File: src/design/vwsf_pkg.sv
package vwsf_pkg;

    // default field widths
    localparam int COORD_WIDTH_DEF = 16;
    localparam int COUNT_WIDTH_DEF = 16;

    // fixed widths
    localparam int SUM_W  = 32;
    localparam int CFG_W  = 15;
    localparam int NUM_CFG = 7;
    localparam int APB_AW = 5;
    localparam int APB_DW = 32;

    // divider: one quotient bit per cycle over the whole sum
    localparam int DIV_STEPS = SUM_W;
    localparam int STEP_W    = $clog2(DIV_STEPS);

    // opcodes
    localparam logic [1:0] OP_START = 2'd0;
    localparam logic [1:0] OP_ADD   = 2'd1;
    localparam logic [1:0] OP_MERGE = 2'd2;

    // register indexes
    localparam logic [2:0] CFG_PAR_TOL   = 3'd0;
    localparam logic [2:0] CFG_ORTH_TOL  = 3'd1;
    localparam logic [2:0] CFG_WALL_THK  = 3'd2;
    localparam logic [2:0] CFG_ORTH_MRG  = 3'd3;
    localparam logic [2:0] CFG_PAR_MRG   = 3'd4;
    localparam logic [2:0] CFG_SMALL_THR = 3'd5;
    localparam logic [2:0] CFG_SMALL_LEN = 3'd6;

    localparam logic [CFG_W-1:0] CFG_RESET [NUM_CFG] = '{
        15'd100, 15'd50, 15'd20, 15'd100, 15'd200, 15'd50, 15'd300
    };

    typedef enum logic [2:0] {
        ST_IDLE,
        ST_EVAL,
        ST_DIVIDE,
        ST_MULT,
        ST_FLAG
    } t_state;

endpackage

File: src/design/vwsf_if.sv
interface vwsf_in_if #(
    parameter int COORD_WIDTH = vwsf_pkg::COORD_WIDTH_DEF,
    parameter int COUNT_WIDTH = vwsf_pkg::COUNT_WIDTH_DEF
);
    logic                             valid;
    logic                             ready;
    logic [1:0]                       opcode;
    logic signed [COORD_WIDTH-1:0]    point_x;
    logic signed [COORD_WIDTH-1:0]    point_y;
    logic signed [COORD_WIDTH-1:0]    other_low_y;
    logic signed [COORD_WIDTH-1:0]    other_high_y;
    logic signed [COORD_WIDTH-1:0]    other_x_mean;
    logic signed [vwsf_pkg::SUM_W-1:0] other_x_sum;
    logic [COUNT_WIDTH-1:0]           other_count;

    modport source (
        output valid, opcode, point_x, point_y, other_low_y, other_high_y,
               other_x_mean, other_x_sum, other_count,
        input  ready
    );
    modport sink (
        input  valid, opcode, point_x, point_y, other_low_y, other_high_y,
               other_x_mean, other_x_sum, other_count,
        output ready
    );
endinterface

interface vwsf_out_if #(
    parameter int COORD_WIDTH = vwsf_pkg::COORD_WIDTH_DEF,
    parameter int COUNT_WIDTH = vwsf_pkg::COUNT_WIDTH_DEF
);
    logic                          valid;
    logic                          ready;
    logic                          accepted;
    logic signed [COORD_WIDTH-1:0] seg_low_y;
    logic signed [COORD_WIDTH-1:0] seg_high_y;
    logic signed [COORD_WIDTH-1:0] seg_x;
    logic [COUNT_WIDTH-1:0]        seg_count;
    logic                          is_small;

    modport source (
        output valid, accepted, seg_low_y, seg_high_y, seg_x, seg_count, is_small,
        input  ready
    );
    modport sink (
        input  valid, accepted, seg_low_y, seg_high_y, seg_x, seg_count, is_small,
        output ready
    );
endinterface

File: src/design/vertical_wall_segment_fitter_core.sv
// idle takes a beat, eval tests it, an accepted add or merge runs the restoring
//   divider (one quotient bit per cycle of the 32-bit x sum); start, rejected items
//   and the unused opcode skip it; then mult, and flag loads the result register
//   once a held result is taken; no new beat is taken until back in idle
// reset: synchronous active-low i_rst_n clears the segment, reloads register defaults
module vertical_wall_segment_fitter_core #(
    parameter int COORD_WIDTH = vwsf_pkg::COORD_WIDTH_DEF,
    parameter int COUNT_WIDTH = vwsf_pkg::COUNT_WIDTH_DEF
) (
    input  logic                          i_clk,
    input  logic                          i_rst_n,
    vwsf_in_if.sink                       i_pt,
    vwsf_out_if.source                    o_res,
    input  logic                          psel,
    input  logic                          penable,
    input  logic                          pwrite,
    input  logic [vwsf_pkg::APB_AW-1:0]   paddr,
    input  logic [vwsf_pkg::APB_DW-1:0]   pwdata,
    output logic [vwsf_pkg::APB_DW-1:0]   prdata,
    output logic                          pready
);

    localparam int SUM_W  = vwsf_pkg::SUM_W;
    localparam int CFG_W  = vwsf_pkg::CFG_W;
    localparam int STEP_W = vwsf_pkg::STEP_W;
    // window compares: coordinate difference doubled, plus margin for sign
    localparam int WIDE_W  = ((COORD_WIDTH + 2 > CFG_W + 2) ? COORD_WIDTH + 2 : CFG_W + 2) + 2;
    localparam int PROD_W  = CFG_W + COUNT_WIDTH;
    localparam int SMALL_W = ((WIDE_W > PROD_W + 1) ? WIDE_W : PROD_W + 1) + 1;
    localparam logic signed [SUM_W:0] Q_MAX =
        (SUM_W+1)'((64'sd1 <<< (COORD_WIDTH - 1)) - 64'sd1);
    localparam logic signed [SUM_W:0] Q_MIN = -Q_MAX - 1;
    localparam logic [STEP_W-1:0] LAST_STEP = STEP_W'(vwsf_pkg::DIV_STEPS - 1);

    // ------------------------------------------------------------------
    // configuration registers, apb access phase writes
    // ------------------------------------------------------------------
    logic [CFG_W-1:0] r_cfg [vwsf_pkg::NUM_CFG];
    logic [2:0]       w_cfg_idx;
    logic             w_cfg_wr;
    logic             w_cfg_hit;

    assign pready    = 1'b1;
    assign w_cfg_idx = paddr[vwsf_pkg::APB_AW-1:2];
    assign w_cfg_hit = (w_cfg_idx < 3'(vwsf_pkg::NUM_CFG));
    assign w_cfg_wr  = psel && penable && pwrite && pready && w_cfg_hit;
    assign prdata    = w_cfg_hit ? vwsf_pkg::APB_DW'(r_cfg[w_cfg_idx]) : '0;

    always_ff @(posedge i_clk) begin
        if (!i_rst_n) begin
            r_cfg <= vwsf_pkg::CFG_RESET;
        end else if (w_cfg_wr) begin
            r_cfg[w_cfg_idx] <= pwdata[CFG_W-1:0];
        end
    end

    // ------------------------------------------------------------------
    // sequencer
    // ------------------------------------------------------------------
    vwsf_pkg::t_state r_state, n_state;
    logic             w_in_beat;
    logic             w_load_out;
    logic             r_div;        // mean needs the divider
    logic             n_div;
    logic             r_out_valid;
    logic [STEP_W-1:0] r_step;

    assign w_in_beat = i_pt.valid && i_pt.ready;

    always_comb begin
        n_state = r_state;
        unique case (r_state)
            vwsf_pkg::ST_IDLE:   if (w_in_beat) n_state = vwsf_pkg::ST_EVAL;
            vwsf_pkg::ST_EVAL:   n_state = n_div ? vwsf_pkg::ST_DIVIDE : vwsf_pkg::ST_MULT;
            vwsf_pkg::ST_DIVIDE: if (r_step == LAST_STEP) n_state = vwsf_pkg::ST_MULT;
            vwsf_pkg::ST_MULT:   n_state = vwsf_pkg::ST_FLAG;
            vwsf_pkg::ST_FLAG:   if (w_load_out) n_state = vwsf_pkg::ST_IDLE;
            default:             n_state = vwsf_pkg::ST_IDLE;
        endcase
    end

    // outputs of the sequencer: input ready, result register load
    always_comb begin
        i_pt.ready = 1'b0;
        w_load_out = 1'b0;
        unique case (r_state)
            vwsf_pkg::ST_IDLE: i_pt.ready = 1'b1;
            vwsf_pkg::ST_FLAG: w_load_out = !r_out_valid || o_res.ready;
            default: ;
        endcase
    end

    always_ff @(posedge i_clk) begin
        if (!i_rst_n) begin
            r_state <= vwsf_pkg::ST_IDLE;
        end else begin
            r_state <= n_state;
        end
    end

    // ------------------------------------------------------------------
    // captured input beat
    // ------------------------------------------------------------------
    logic [1:0]                    r_op;
    logic signed [COORD_WIDTH-1:0] r_px, r_py, r_olo, r_ohi, r_omean;
    logic signed [SUM_W-1:0]       r_osum;
    logic [COUNT_WIDTH-1:0]        r_ocnt;

    always_ff @(posedge i_clk) begin
        if (w_in_beat) begin
            r_op    <= i_pt.opcode;
            r_px    <= i_pt.point_x;
            r_py    <= i_pt.point_y;
            r_olo   <= i_pt.other_low_y;
            r_ohi   <= i_pt.other_high_y;
            r_omean <= i_pt.other_x_mean;
            r_osum  <= i_pt.other_x_sum;
            r_ocnt  <= i_pt.other_count;
        end
    end

    // ------------------------------------------------------------------
    // segment state
    // ------------------------------------------------------------------
    logic signed [COORD_WIDTH-1:0] r_low, r_high, r_mean;
    logic signed [SUM_W-1:0]       r_sum;
    logic [COUNT_WIDTH-1:0]        r_pt;
    logic                          r_acc;

    // ------------------------------------------------------------------
    // evaluation: window tests and merge tests on the captured beat
    // ------------------------------------------------------------------
    logic signed [WIDE_W-1:0] w_low, w_high, w_py, w_ptol, w_pmrg;
    logic signed [COORD_WIDTH:0] w_dx, w_dm;
    logic [COORD_WIDTH:0]     w_adx, w_adm;
    logic [COORD_WIDTH+1:0]   w_x2;
    logic [CFG_W+1:0]         w_xlim;
    logic [COUNT_WIDTH:0]     w_cnt_sum;
    logic signed [COORD_WIDTH-1:0] w_lower_top, w_upper_bottom;
    logic                     w_add_ok, w_merge_ok, w_gap_bad;
    logic signed [SUM_W:0]    w_addend, w_sum_wide;
    logic signed [SUM_W-1:0]  w_sum_sat;

    logic signed [COORD_WIDTH-1:0] n_low, n_high, n_mean;
    logic signed [SUM_W-1:0]       n_sum;
    logic [COUNT_WIDTH-1:0]        n_pt;
    logic                          n_acc;

    always_comb begin
        w_low  = WIDE_W'(r_low);
        w_high = WIDE_W'(r_high);
        w_py   = WIDE_W'(r_py);
        w_ptol = WIDE_W'({1'b0, r_cfg[vwsf_pkg::CFG_PAR_TOL]});
        w_pmrg = WIDE_W'({1'b0, r_cfg[vwsf_pkg::CFG_PAR_MRG]});

        // half wall thickness kept exact by doubling both sides
        w_dx   = {r_px[COORD_WIDTH-1], r_px} - {r_mean[COORD_WIDTH-1], r_mean};
        w_adx  = w_dx[COORD_WIDTH] ? $unsigned(-w_dx) : $unsigned(w_dx);
        w_x2   = {w_adx, 1'b0};
        w_xlim = {2'b00, r_cfg[vwsf_pkg::CFG_WALL_THK]}
               + {1'b0, r_cfg[vwsf_pkg::CFG_ORTH_TOL], 1'b0};

        w_add_ok = (r_pt != '0) && (r_pt != '1)
                && (w_py >= w_low - w_ptol) && (w_py <= w_high + w_ptol)
                && (WIDE_W'(w_x2) <= WIDE_W'(w_xlim));

        // combined count must not carry out of the count width
        w_cnt_sum = {1'b0, r_pt} + {1'b0, r_ocnt};
        w_dm      = {r_omean[COORD_WIDTH-1], r_omean} - {r_mean[COORD_WIDTH-1], r_mean};
        w_adm     = w_dm[COORD_WIDTH] ? $unsigned(-w_dm) : $unsigned(w_dm);
        w_merge_ok = (r_pt != '0) && (r_ocnt != '0) && !w_cnt_sum[COUNT_WIDTH]
                  && (WIDE_W'(w_adm) <= WIDE_W'(r_cfg[vwsf_pkg::CFG_ORTH_MRG]));

        // y gap between disjoint segments
        if (r_low > r_olo) begin
            w_lower_top    = r_ohi;
            w_upper_bottom = r_low;
        end else begin
            w_lower_top    = r_high;
            w_upper_bottom = r_olo;
        end
        w_gap_bad = (w_lower_top < w_upper_bottom)
                 && (WIDE_W'(w_upper_bottom) - WIDE_W'(w_lower_top) > w_pmrg);

        // saturating sum update
        w_addend   = (r_op == vwsf_pkg::OP_ADD) ? (SUM_W+1)'(r_px) : (SUM_W+1)'(r_osum);
        w_sum_wide = (SUM_W+1)'(r_sum) + w_addend;
        if (w_sum_wide[SUM_W] != w_sum_wide[SUM_W-1]) begin
            w_sum_sat = w_sum_wide[SUM_W] ? {1'b1, {(SUM_W-1){1'b0}}}
                                          : {1'b0, {(SUM_W-1){1'b1}}};
        end else begin
            w_sum_sat = w_sum_wide[SUM_W-1:0];
        end

        n_low  = r_low;
        n_high = r_high;
        n_mean = r_mean;
        n_sum  = r_sum;
        n_pt   = r_pt;
        n_acc  = 1'b0;
        n_div  = 1'b0;
        case (r_op)
            vwsf_pkg::OP_START: begin
                n_low  = r_py;
                n_high = r_py;
                n_sum  = SUM_W'(r_px);
                n_pt   = COUNT_WIDTH'(1);
                n_mean = r_px;
                n_acc  = 1'b1;
            end
            vwsf_pkg::OP_ADD: begin
                if (w_add_ok) begin
                    n_pt   = r_pt + COUNT_WIDTH'(1);
                    n_low  = (r_py < r_low) ? r_py : r_low;
                    n_high = (r_py > r_high) ? r_py : r_high;
                    n_sum  = w_sum_sat;
                    n_acc  = 1'b1;
                    n_div  = 1'b1;
                end
            end
            vwsf_pkg::OP_MERGE: begin
                if (w_merge_ok && !w_gap_bad) begin
                    n_pt   = w_cnt_sum[COUNT_WIDTH-1:0];
                    n_low  = (r_olo < r_low) ? r_olo : r_low;
                    n_high = (r_ohi > r_high) ? r_ohi : r_high;
                    n_sum  = w_sum_sat;
                    n_acc  = 1'b1;
                    n_div  = 1'b1;
                end
            end
            default: ;  // unused opcode leaves the segment alone
        endcase
    end

    // ------------------------------------------------------------------
    // shared restoring divider: |sum| / count, one bit a cycle
    // ------------------------------------------------------------------
    logic [SUM_W-1:0]       r_dvd;     // dividend shifts out, quotient shifts in
    logic [COUNT_WIDTH-1:0] r_rem;
    logic                   r_neg;
    logic [COUNT_WIDTH:0]   w_trial;
    logic                   w_fits;
    logic signed [SUM_W:0]  w_quot;

    assign w_trial = {r_rem, r_dvd[SUM_W-1]};
    assign w_fits  = (w_trial >= {1'b0, r_pt});
    assign w_quot  = r_neg ? -$signed({1'b0, r_dvd}) : $signed({1'b0, r_dvd});

    // ------------------------------------------------------------------
    // sparse-segment flag
    // ------------------------------------------------------------------
    logic [PROD_W-1:0]         r_prod;
    logic signed [SMALL_W-1:0] w_len, w_prod, w_slen;
    logic                      w_small;

    always_comb begin
        w_len   = SMALL_W'(r_high) - SMALL_W'(r_low);
        w_prod  = SMALL_W'({1'b0, r_prod});
        w_slen  = SMALL_W'({1'b0, r_cfg[vwsf_pkg::CFG_SMALL_LEN]});
        w_small = (r_pt != '0) && (w_len < w_prod) && !(w_len > w_slen);
    end

    // ------------------------------------------------------------------
    // datapath registers
    // ------------------------------------------------------------------
    always_ff @(posedge i_clk) begin
        if (!i_rst_n) begin
            r_low  <= '0;
            r_high <= '0;
            r_sum  <= '0;
            r_pt   <= '0;
            r_mean <= '0;
            r_div  <= 1'b0;
            r_step <= '0;
        end else begin
            unique case (r_state)
                vwsf_pkg::ST_EVAL: begin
                    r_low  <= n_low;
                    r_high <= n_high;
                    r_sum  <= n_sum;
                    r_pt   <= n_pt;
                    r_mean <= n_mean;
                    r_div  <= n_div;
                    r_step <= '0;
                end
                vwsf_pkg::ST_DIVIDE: begin
                    r_step <= r_step + STEP_W'(1);
                end
                vwsf_pkg::ST_MULT: begin
                    // truncated quotient, clamped to the coordinate range
                    if (r_div) begin
                        if (w_quot > Q_MAX) begin
                            r_mean <= COORD_WIDTH'(Q_MAX);
                        end else if (w_quot < Q_MIN) begin
                            r_mean <= COORD_WIDTH'(Q_MIN);
                        end else begin
                            r_mean <= w_quot[COORD_WIDTH-1:0];
                        end
                    end
                end
                default: ;
            endcase
        end
    end

    always_ff @(posedge i_clk) begin
        unique case (r_state)
            vwsf_pkg::ST_EVAL: begin
                r_acc <= n_acc;
                r_neg <= n_sum[SUM_W-1];
                r_dvd <= n_sum[SUM_W-1] ? SUM_W'(-(SUM_W+1)'(n_sum)) : n_sum;
                r_rem <= '0;
            end
            vwsf_pkg::ST_DIVIDE: begin
                r_rem <= w_fits ? COUNT_WIDTH'(w_trial - {1'b0, r_pt})
                                : w_trial[COUNT_WIDTH-1:0];
                r_dvd <= {r_dvd[SUM_W-2:0], w_fits};
            end
            vwsf_pkg::ST_MULT: begin
                r_prod <= r_cfg[vwsf_pkg::CFG_SMALL_THR] * r_pt;
            end
            default: ;
        endcase
    end

    // ------------------------------------------------------------------
    // result register, frees the sequencer while the beat waits
    // ------------------------------------------------------------------
    logic                          r_o_acc, r_o_small;
    logic signed [COORD_WIDTH-1:0] r_o_low, r_o_high, r_o_x;
    logic [COUNT_WIDTH-1:0]        r_o_cnt;

    always_ff @(posedge i_clk) begin
        if (!i_rst_n) begin
            r_out_valid <= 1'b0;
        end else if (w_load_out) begin
            r_out_valid <= 1'b1;
        end else if (o_res.ready) begin
            r_out_valid <= 1'b0;
        end
    end

    always_ff @(posedge i_clk) begin
        if (w_load_out) begin
            r_o_acc   <= r_acc;
            r_o_low   <= r_low;
            r_o_high  <= r_high;
            r_o_x     <= r_mean;
            r_o_cnt   <= r_pt;
            r_o_small <= w_small;
        end
    end

    assign o_res.valid      = r_out_valid;
    assign o_res.accepted   = r_o_acc;
    assign o_res.seg_low_y  = r_o_low;
    assign o_res.seg_high_y = r_o_high;
    assign o_res.seg_x      = r_o_x;
    assign o_res.seg_count  = r_o_cnt;
    assign o_res.is_small   = r_o_small;

    // ------------------------------------------------------------------
    // assertions
    // ------------------------------------------------------------------
    // divider remainder stays below the divisor on every step
    a_div_rem: assert property (@(posedge i_clk) disable iff (!i_rst_n)
        (r_state == vwsf_pkg::ST_DIVIDE) |-> (r_rem < r_pt))
        else $error("divider remainder not below point count");

    // the reported segment never has its ends crossed
    a_seg_order: assert property (@(posedge i_clk) disable iff (!i_rst_n)
        o_res.valid |-> (o_res.seg_high_y >= o_res.seg_low_y))
        else $error("segment upper end below lower end");

    // an accepted beat always leaves a non-empty segment
    a_acc_count: assert property (@(posedge i_clk) disable iff (!i_rst_n)
        (o_res.valid && o_res.accepted) |-> (o_res.seg_count != '0))
        else $error("accepted result with empty segment");

endmodule
File: src/flat_wrapper.sv
// flat-port wrapper written by rule: the top's interface ports become plain ports
module vertical_wall_segment_fitter_core_flat 
#(
    parameter int COORD_WIDTH = vwsf_pkg::COORD_WIDTH_DEF,
    parameter int COUNT_WIDTH = vwsf_pkg::COUNT_WIDTH_DEF
)
  (i_clk, i_rst_n, psel, penable, pwrite, paddr, pwdata, prdata, pready, i_pt_valid, i_pt_opcode, i_pt_point_x, i_pt_point_y, i_pt_other_low_y, i_pt_other_high_y, i_pt_other_x_mean, i_pt_other_x_sum, i_pt_other_count, i_pt_ready, o_res_valid, o_res_accepted, o_res_seg_low_y, o_res_seg_high_y, o_res_seg_x, o_res_seg_count, o_res_is_small, o_res_ready);
  vwsf_in_if #(.COORD_WIDTH(COORD_WIDTH), .COUNT_WIDTH(COUNT_WIDTH)) i_pt_i ();
  vwsf_out_if #(.COORD_WIDTH(COORD_WIDTH), .COUNT_WIDTH(COUNT_WIDTH)) o_res_i ();
  input  logic i_clk;
  input  logic i_rst_n;
  input  logic psel;
  input  logic penable;
  input  logic pwrite;
  input  logic [vwsf_pkg::APB_AW-1:0] paddr;
  input  logic [vwsf_pkg::APB_DW-1:0] pwdata;
  output logic [vwsf_pkg::APB_DW-1:0] prdata;
  output logic pready;
  input wire logic [$bits(i_pt_i.valid)-1:0] i_pt_valid;
  input wire logic [$bits(i_pt_i.opcode)-1:0] i_pt_opcode;
  input wire logic [$bits(i_pt_i.point_x)-1:0] i_pt_point_x;
  input wire logic [$bits(i_pt_i.point_y)-1:0] i_pt_point_y;
  input wire logic [$bits(i_pt_i.other_low_y)-1:0] i_pt_other_low_y;
  input wire logic [$bits(i_pt_i.other_high_y)-1:0] i_pt_other_high_y;
  input wire logic [$bits(i_pt_i.other_x_mean)-1:0] i_pt_other_x_mean;
  input wire logic [$bits(i_pt_i.other_x_sum)-1:0] i_pt_other_x_sum;
  input wire logic [$bits(i_pt_i.other_count)-1:0] i_pt_other_count;
  output wire logic [$bits(i_pt_i.ready)-1:0] i_pt_ready;
  output wire logic [$bits(o_res_i.valid)-1:0] o_res_valid;
  output wire logic [$bits(o_res_i.accepted)-1:0] o_res_accepted;
  output wire logic [$bits(o_res_i.seg_low_y)-1:0] o_res_seg_low_y;
  output wire logic [$bits(o_res_i.seg_high_y)-1:0] o_res_seg_high_y;
  output wire logic [$bits(o_res_i.seg_x)-1:0] o_res_seg_x;
  output wire logic [$bits(o_res_i.seg_count)-1:0] o_res_seg_count;
  output wire logic [$bits(o_res_i.is_small)-1:0] o_res_is_small;
  input wire logic [$bits(o_res_i.ready)-1:0] o_res_ready;
  assign i_pt_i.valid = i_pt_valid;
  assign i_pt_i.opcode = i_pt_opcode;
  assign i_pt_i.point_x = i_pt_point_x;
  assign i_pt_i.point_y = i_pt_point_y;
  assign i_pt_i.other_low_y = i_pt_other_low_y;
  assign i_pt_i.other_high_y = i_pt_other_high_y;
  assign i_pt_i.other_x_mean = i_pt_other_x_mean;
  assign i_pt_i.other_x_sum = i_pt_other_x_sum;
  assign i_pt_i.other_count = i_pt_other_count;
  assign i_pt_ready = i_pt_i.ready;
  assign o_res_valid = o_res_i.valid;
  assign o_res_accepted = o_res_i.accepted;
  assign o_res_seg_low_y = o_res_i.seg_low_y;
  assign o_res_seg_high_y = o_res_i.seg_high_y;
  assign o_res_seg_x = o_res_i.seg_x;
  assign o_res_seg_count = o_res_i.seg_count;
  assign o_res_is_small = o_res_i.is_small;
  assign o_res_i.ready = o_res_ready;
  vertical_wall_segment_fitter_core #(.COORD_WIDTH(COORD_WIDTH), .COUNT_WIDTH(COUNT_WIDTH)) u_core (.i_clk(i_clk), .i_rst_n(i_rst_n), .i_pt(i_pt_i), .o_res(o_res_i), .psel(psel), .penable(penable), .pwrite(pwrite), .paddr(paddr), .pwdata(pwdata), .prdata(prdata), .pready(pready));
endmodule
File: config.mk
export PLATFORM = sky130hd
export DESIGN_NAME = vertical_wall_segment_fitter_core_flat
export DESIGN_NICKNAME = d
export VERILOG_FILES = /design/src/design/vwsf_pkg.sv /design/src/design/vwsf_if.sv /design/src/design/vertical_wall_segment_fitter_core.sv /design/src/flat_wrapper.sv
export SDC_FILE = /design/constraint.sdc
export NUM_CORES = 2
export LEC_CHECK = 0
export ABC_AREA = 0
export BUFFER_PORTS_ARGS = -buffer_cell sky130_fd_sc_hd__buf_2
export CORE_AREA = 2 2 269 271
export DETAILED_ROUTE_END_ITERATION = 6
export DIE_AREA = 0 0 271 273
export PLACE_DENSITY = 0.9
export RECOVER_POWER = 25
export SYNTH_ARGS = -nofsm -noshare
export SYNTH_HDL_FRONTEND = slang
export SYNTH_SLANG_ARGS = --single-unit
File: constraint.sdc
create_clock -name i_clk -period 14.7 [get_ports i_clk]
set_input_delay 2.94 -clock i_clk [delete_from_list [all_inputs] [get_ports i_clk]]
set_output_delay 2.94 -clock i_clk [all_outputs]
set_load 0.01 [all_outputs]
# Yosys cells after proc, flatten, opt, wreduce, memory -nomap -nowiden
# Cells that the tools add are included.
# op_classes
addsub,16
n_mul,1
order_cmp,19
n_eq_ne,20
mux,54
n_bitwise,1
n_reduce_logical,34
# op_table
op,n
$mux 16,17
$mux 32,5
$pmux 16 s3,3
$bwmux 105,1
$pmux 32 s3,1
$sub 16x16->17,5
$mux 33,2
$pmux 16 s2,2
$pmux 32 s2,1
$mux 15,4
$gt 16x16->1,3
$lt 16x16->1,3
$bmux 15 s3,1
$demux 15 s3,1
$add 16x16->17,2
$mux 17,2
$neg 17->17,2
$add 32x33->33,1
$gt 33x16->1,1
$gt 33x16->1 const B,1
$lt 33x16->1 const B,1
$lt 33x32->1,1
$neg 32->33,1
$neg 32->32,1
42 further kinds,83
# totals
ff_bits,488
in_bits,174
output_inout_bits,101
wordCells,180

# Depth between registers and ports, before layout
# depth
ltp_word,12
ltp_mapped,46

# Worst setup path before layout
# OpenSTA, ideal clock, no wires.
# synth_timing
path_type,reg-to-reg
startpoint,register u_core.r_low[1]
endpoint,register u_core.r_dvd[24] (data pin)
setup_ps,270
t_arrival_ps,8256
t_required_ps,14430
slack_ps,6174
stages_incl_launch_ff,45
path_buffers,4
period_less_slack_ps,8526
path_cell_list,dfxtp_1 -> ha_1 -> nor2b_1 -> o21a_1 -> o21ai_0 -> nand2b_1 -> a21oi_1 -> nor2b_1 -> o21ai_0 -> nand2b_1 -> a21oi_1 -> nor3_1 -> nor3_1 -> nor3_1 -> clkbuf_1 -> clkbuf_1 -> o21ai_0 -> ha_1 -> [9 not listed] -> a21oi_1 -> o21ai_0 -> a22o_1 -> o41ai_1 -> mux2i_1 -> a31oi_1 -> o211ai_1 -> o31a_1 -> buf_6 -> buf_4 -> a221oi_2 -> ha_1 -> inv_1 -> nor4_4 -> nand4_2 -> o41ai_1 -> xor2_1 -> a21oi_1
# synth_via
elab_chain_cells,12
# synth_lines
item,line_no,source
start: declaration,vertical_wall_segment_fitter_core.sv:125,"logic signed [COORD_WIDTH-1:0] r_low, r_high, r_mean;"
start signal: assignment,vertical_wall_segment_fitter_core.sv:278,r_low <= n_low;
$gt 16x16->1,vertical_wall_segment_fitter_core.sv:175,if (r_low > r_olo) begin
$mux 16,vertical_wall_segment_fitter_core.sv:175,
$sub 16x16->17,vertical_wall_segment_fitter_core.sv:183,&& (WIDE_W'(w_upper_bottom) - WIDE_W'(w_lower_top) > w_pmrg);
$gt 20x16->1,vertical_wall_segment_fitter_core.sv:183,
$logic_and 1x1->1,vertical_wall_segment_fitter_core.sv:183,
$logic_not 1->1,vertical_wall_segment_fitter_core.sv:222,if (w_merge_ok && !w_gap_bad) begin
$logic_and 1x1->1,vertical_wall_segment_fitter_core.sv:222,
$mux 32,vertical_wall_segment_fitter_core.sv:222,
$pmux 32 s3 *,vertical_wall_segment_fitter_core.sv:202,case (r_op)
$neg 32->32,vertical_wall_segment_fitter_core.sv:311,r_dvd <= n_sum[SUM_W-1] ? SUM_W'(-(SUM_W+1)'(n_sum)) : n_sum;
$mux 32 *,vertical_wall_segment_fitter_core.sv:311,
$pmux 32 s2 *,vertical_wall_segment_fitter_core.sv:307,unique case (r_state)
end signal: assignment,vertical_wall_segment_fitter_core.sv:311,
end signal: assignment,vertical_wall_segment_fitter_core.sv:317,"r_dvd <= {r_dvd[SUM_W-2:0], w_fits};"
end: declaration,vertical_wall_segment_fitter_core.sv:238,logic [SUM_W-1:0] r_dvd;
# Mark *: on every way between the ends. The rest lies on a longest branch, timed or not.
# A chain may end at the register's enable or synchronous reset.

# Worst setup path after layout
# layout_timing
startpoint,register u_core.r_low[1]
endpoint,register u_core.r_dvd[28] (data pin)
# The elaborated chain is that of the path after synthesis.

==> results.md <==
- Once routing completed, OpenROAD measured the worst setup slack at 4.14 ns.
- OpenSTA, run right after detailed placement, puts the worst setup slack at 4.40 ns.
- The sequential area share after synthesis is 0.298.
- Yosys mapped the design onto 103 distinct sky130hd cell types.
- The number of pins with negative max-slew slack in the final report is 33.
- The total length of routed met3 wires is 12.7 mm.
- The achievable frequency is around 0.095 GHz.
- The clock period minus final worst setup slack is 10.56 ns.
- Setup violations remaining at the end of the flow were counted as 0.
- For this configuration, the core starts out at a cell density of 0.594.
- TritonCTS built the clock tree.
- The number of warnings printed during yosys synthesis is 0.
- 275 I/O pins were placed.
- A synthesized cell averages 8.90 um2.
- On the critical path, the stage with the largest delay is an instance of o31a_1.
- The detailed-route wire length on metal 1 is 47.6 mm.
- The count of nets left with antenna violations after detail routing is 0.
- Sorting the synthesized cells by area gives the leading types as edfxtp_1 20%, ha_1 14%, dfxtp_1 10%.
- Along the worst hold path, the cell count comes to 0.
- The count of buffers added on input and output ports is 237.
- The final reports fail on capacitance limit, slew limit.
- The fraction of registers with async set or reset after synthesis is 0.
- The class of the tightest hold or removal check is reg -> reg.
- After global routing the overflow that remains totals 0.
- In the final layout, the share of cells above drive strength 1 is 0.0970.
- In this run the number of H-tree levels came out at 2.
- The routed design has 126 mm of wire.
- At the pin with the least slew margin, the transition time is slightly below 2 ns.
- The wire length on met2 is 57.1 mm.
- The number of global-route vias before repair is 35900.
- The netlist area before placement is 0.0421 mm2.
- The clock passes through at most 3 buffers.
- The clock insertion delay at the later pin of the skew report is ~0.64 ns.
- The leakage component of the power is 19.8 nW.
- The startpoint kind of the worst setup timing path is a flop.
- The cell area power density is between 100 and 150 mW/mm2.
- Measured along the y axis, the die boundary spans between 200 and 300 um.
- The die outline area is 0.0740 mm2.
- Setup repair after global routing left no endpoint under its margin.
- The cell count after synthesis came out at 4735.
- The flow ran to the end, but the final reports show violations.
- The via density per instance is about 6.3.
- The clock tree root buffer cell is clkbuf_16.
- The die is 271 um wide.
- The number of gates resized after CTS is 0.
- The area share of the largest cell type after synthesis is 0.197.
- For the worst setup path, the data required time is 15.08 ns.
- The ratio of final minimum period to clock period is 0.718.
- The detailed router used layers up to and including met5.
- The number of antenna violations at the first check in global routing is 4.
- The routed length per instance is 21.4 um.
- The number of detailed-route iterations in the first pass is 6.
- The critical path start-end classification is reg -> reg.
- Detailed placement ended at an HPWL of 94.3 mm.
- The number of synthesized flops with an enable pin is 277.
- Compared with the post-synthesis result, the final layout area differs by 9.05%.
- The first global-routing pass estimated 194 mm of wire.
- In this design, the stage delay of the slowest critical-path cell is 0.81 ns.
- Hold repair after CTS inserted 0 buffers.
- The register-to-register setup slack is around 4.1 ns.
- For this block, the initial DRC count from the detailed router was 4043.
- The leading register cell type out of synthesis is edfxtp_1.
- The area of the core is around 0.071 mm2.
- Counting the fill cells in the layout gives 5445.
- Clock-pin slew was measured on the worst setup and hold paths at ~0.06 ns.
- The number of hold violations in the final report is 0.
- The weighted congestion reported at the end of routability-driven placement is 1.04.
- The total global-route track usage is 0.332.
- Leaving out fill and tap cells, the most frequent cell in the layout is nand2_1.
- The setup TNS is 0 ns.
- Across the VDD grid, the largest voltage drop is roughly 0.11 mV.
- The top cell types in the final layout, fill and taps aside, are 613 x nand2_1, 466 x ha_1, 465 x inv_1.
- The maximum number of pins on one net before global-route repair is approximately 120.
- Summed over all instances, the cell type with the most area after synthesis is edfxtp_1.
- The clock net in this run drives a total of 488 sinks.
- In the final design database the tool counted 5704 nets.
- The number of register bits inferred by synthesis is 488.
- The number of core rows is 98.
- The number of cells on the worst reg-to-reg path is 42.
- The total vias in the final route is 36900.
- The largest clock skew in the final design is 0.0397 ns.
- Buffers inserted during clock tree synthesis total 54.
- The worst slew margin relative to its limit is -0.313.
- Along the worst path, the maximum fanout reaches 49.
- The remaining routing DRC violations is 0.
- The worst setup path is captured at a flop.
- The post-CTS setup repair buffer count is 0.
- The signal arrival time at the worst endpoint is 10.94 ns.
- Across the run, the number of max-cap violations was 1.
## stage by stage
stage,std cells,hold slack [ns],util,instance area (um2),power [mW]
CTS,5868,0.449,0.648,46000,5.34
finish,5874,0.447,0.647,46000,5.39
detailed placement,5767,0.421,0.621,44100,3.85
global placement,5767,0.429,0.621,44100,3.76
global route,5870,0.463,0.647,45900,5.67
floorplan,4751,0.400,-,42200,3.29
## kinds of logic after synthesis
family	after synthesis	share of synthesized area
buffers and inverters	690	0.0640
flip-flops	488	0.298
other	2	0.000178
AO/OA/AOI/OAI	1102	0.168
XOR/XNOR	241	0.0501
adder cells (fa/ha/maj)	659	0.229
AND/OR/NAND/NOR	1447	0.162
multiplexers	106	0.0282
## report_power, final
part           internal (mW)  total, mW  switching [mW]
sequential              1.60       1.74           0.145
clock                  0.867       1.49           0.620
combinational          0.856       2.16            1.31
## per-layer routing
layer  global-route usage  vias to the layer above
li1                     -                    16800
met1                0.412                    17400
met2                0.546                     2100
met3               0.0600                      511
met4                0.191                        4
met5                    0                        -
## flip-flops by register name (all words and copies together) (netlist names), 31 cells and up
signal / flops
u_core.r_osum: 32
u_core.r_sum: 32
u_core.r_cfg: 105
u_core.r_prod: 31
u_core.r_dvd: 32
## cell type report
cell class	count	area, um2	area share
Antenna cell	6	15.0	0.000327
Inverter	467	1760	0.0383
Sequential cell	488	12500	0.273
Tap cell	950	1190	0.0259
Clock buffer	69	1570	0.0342
Multi-Input combinational cell	3573	27000	0.588
Clock inverter	32	363	0.00790
Timing Repair Buffer	289	1510	0.0328
## critical path: cells and delay by family, from the launching register on
family	cells	cell delay [ns]
XOR/XNOR	1	0.20
adder cells (fa/ha/maj)	5	1.53
AO/OA/AOI/OAI	18	4.78
AND/OR/NAND/NOR	15	2.76
flip-flops	1	0.56
buffers and inverters	3	0.45
## worst paths after layout
kind,start,to
max,u_core.r_low[1]$_SDFFE_PN0P_,u_core.r_dvd[28]$_DFFE_PP_
min,u_core.r_acc$_SDFFCE_PP0P_,u_core.o_res.accepted$_DFFE_PP_
max reg2reg,u_core.r_low[1]$_SDFFE_PN0P_,u_core.r_dvd[28]$_DFFE_PP_
min reg2reg,u_core.r_acc$_SDFFCE_PP0P_,u_core.o_res.accepted$_DFFE_PP_
## synth_stat cells, drive strengths merged, types with 28 or more instances
cell and count:
o211ai 36, mux2i 58, o21ai 236, a211oi 42
mux2 42, nand2b 39, nand4 46, nor2b 64
nand3 81, o21a 46, and2 122, xor2 88
fa 190, a22oi 28, nor3 59, nand2 615
buf 45, o21bai 44, inv 466, a21o 67
clkbuf 178, xnor2 153, a21oi 361, nor2 274
edfxtp 277, dfxtp 211, ha 467
(Power assumes the default switching activity.)
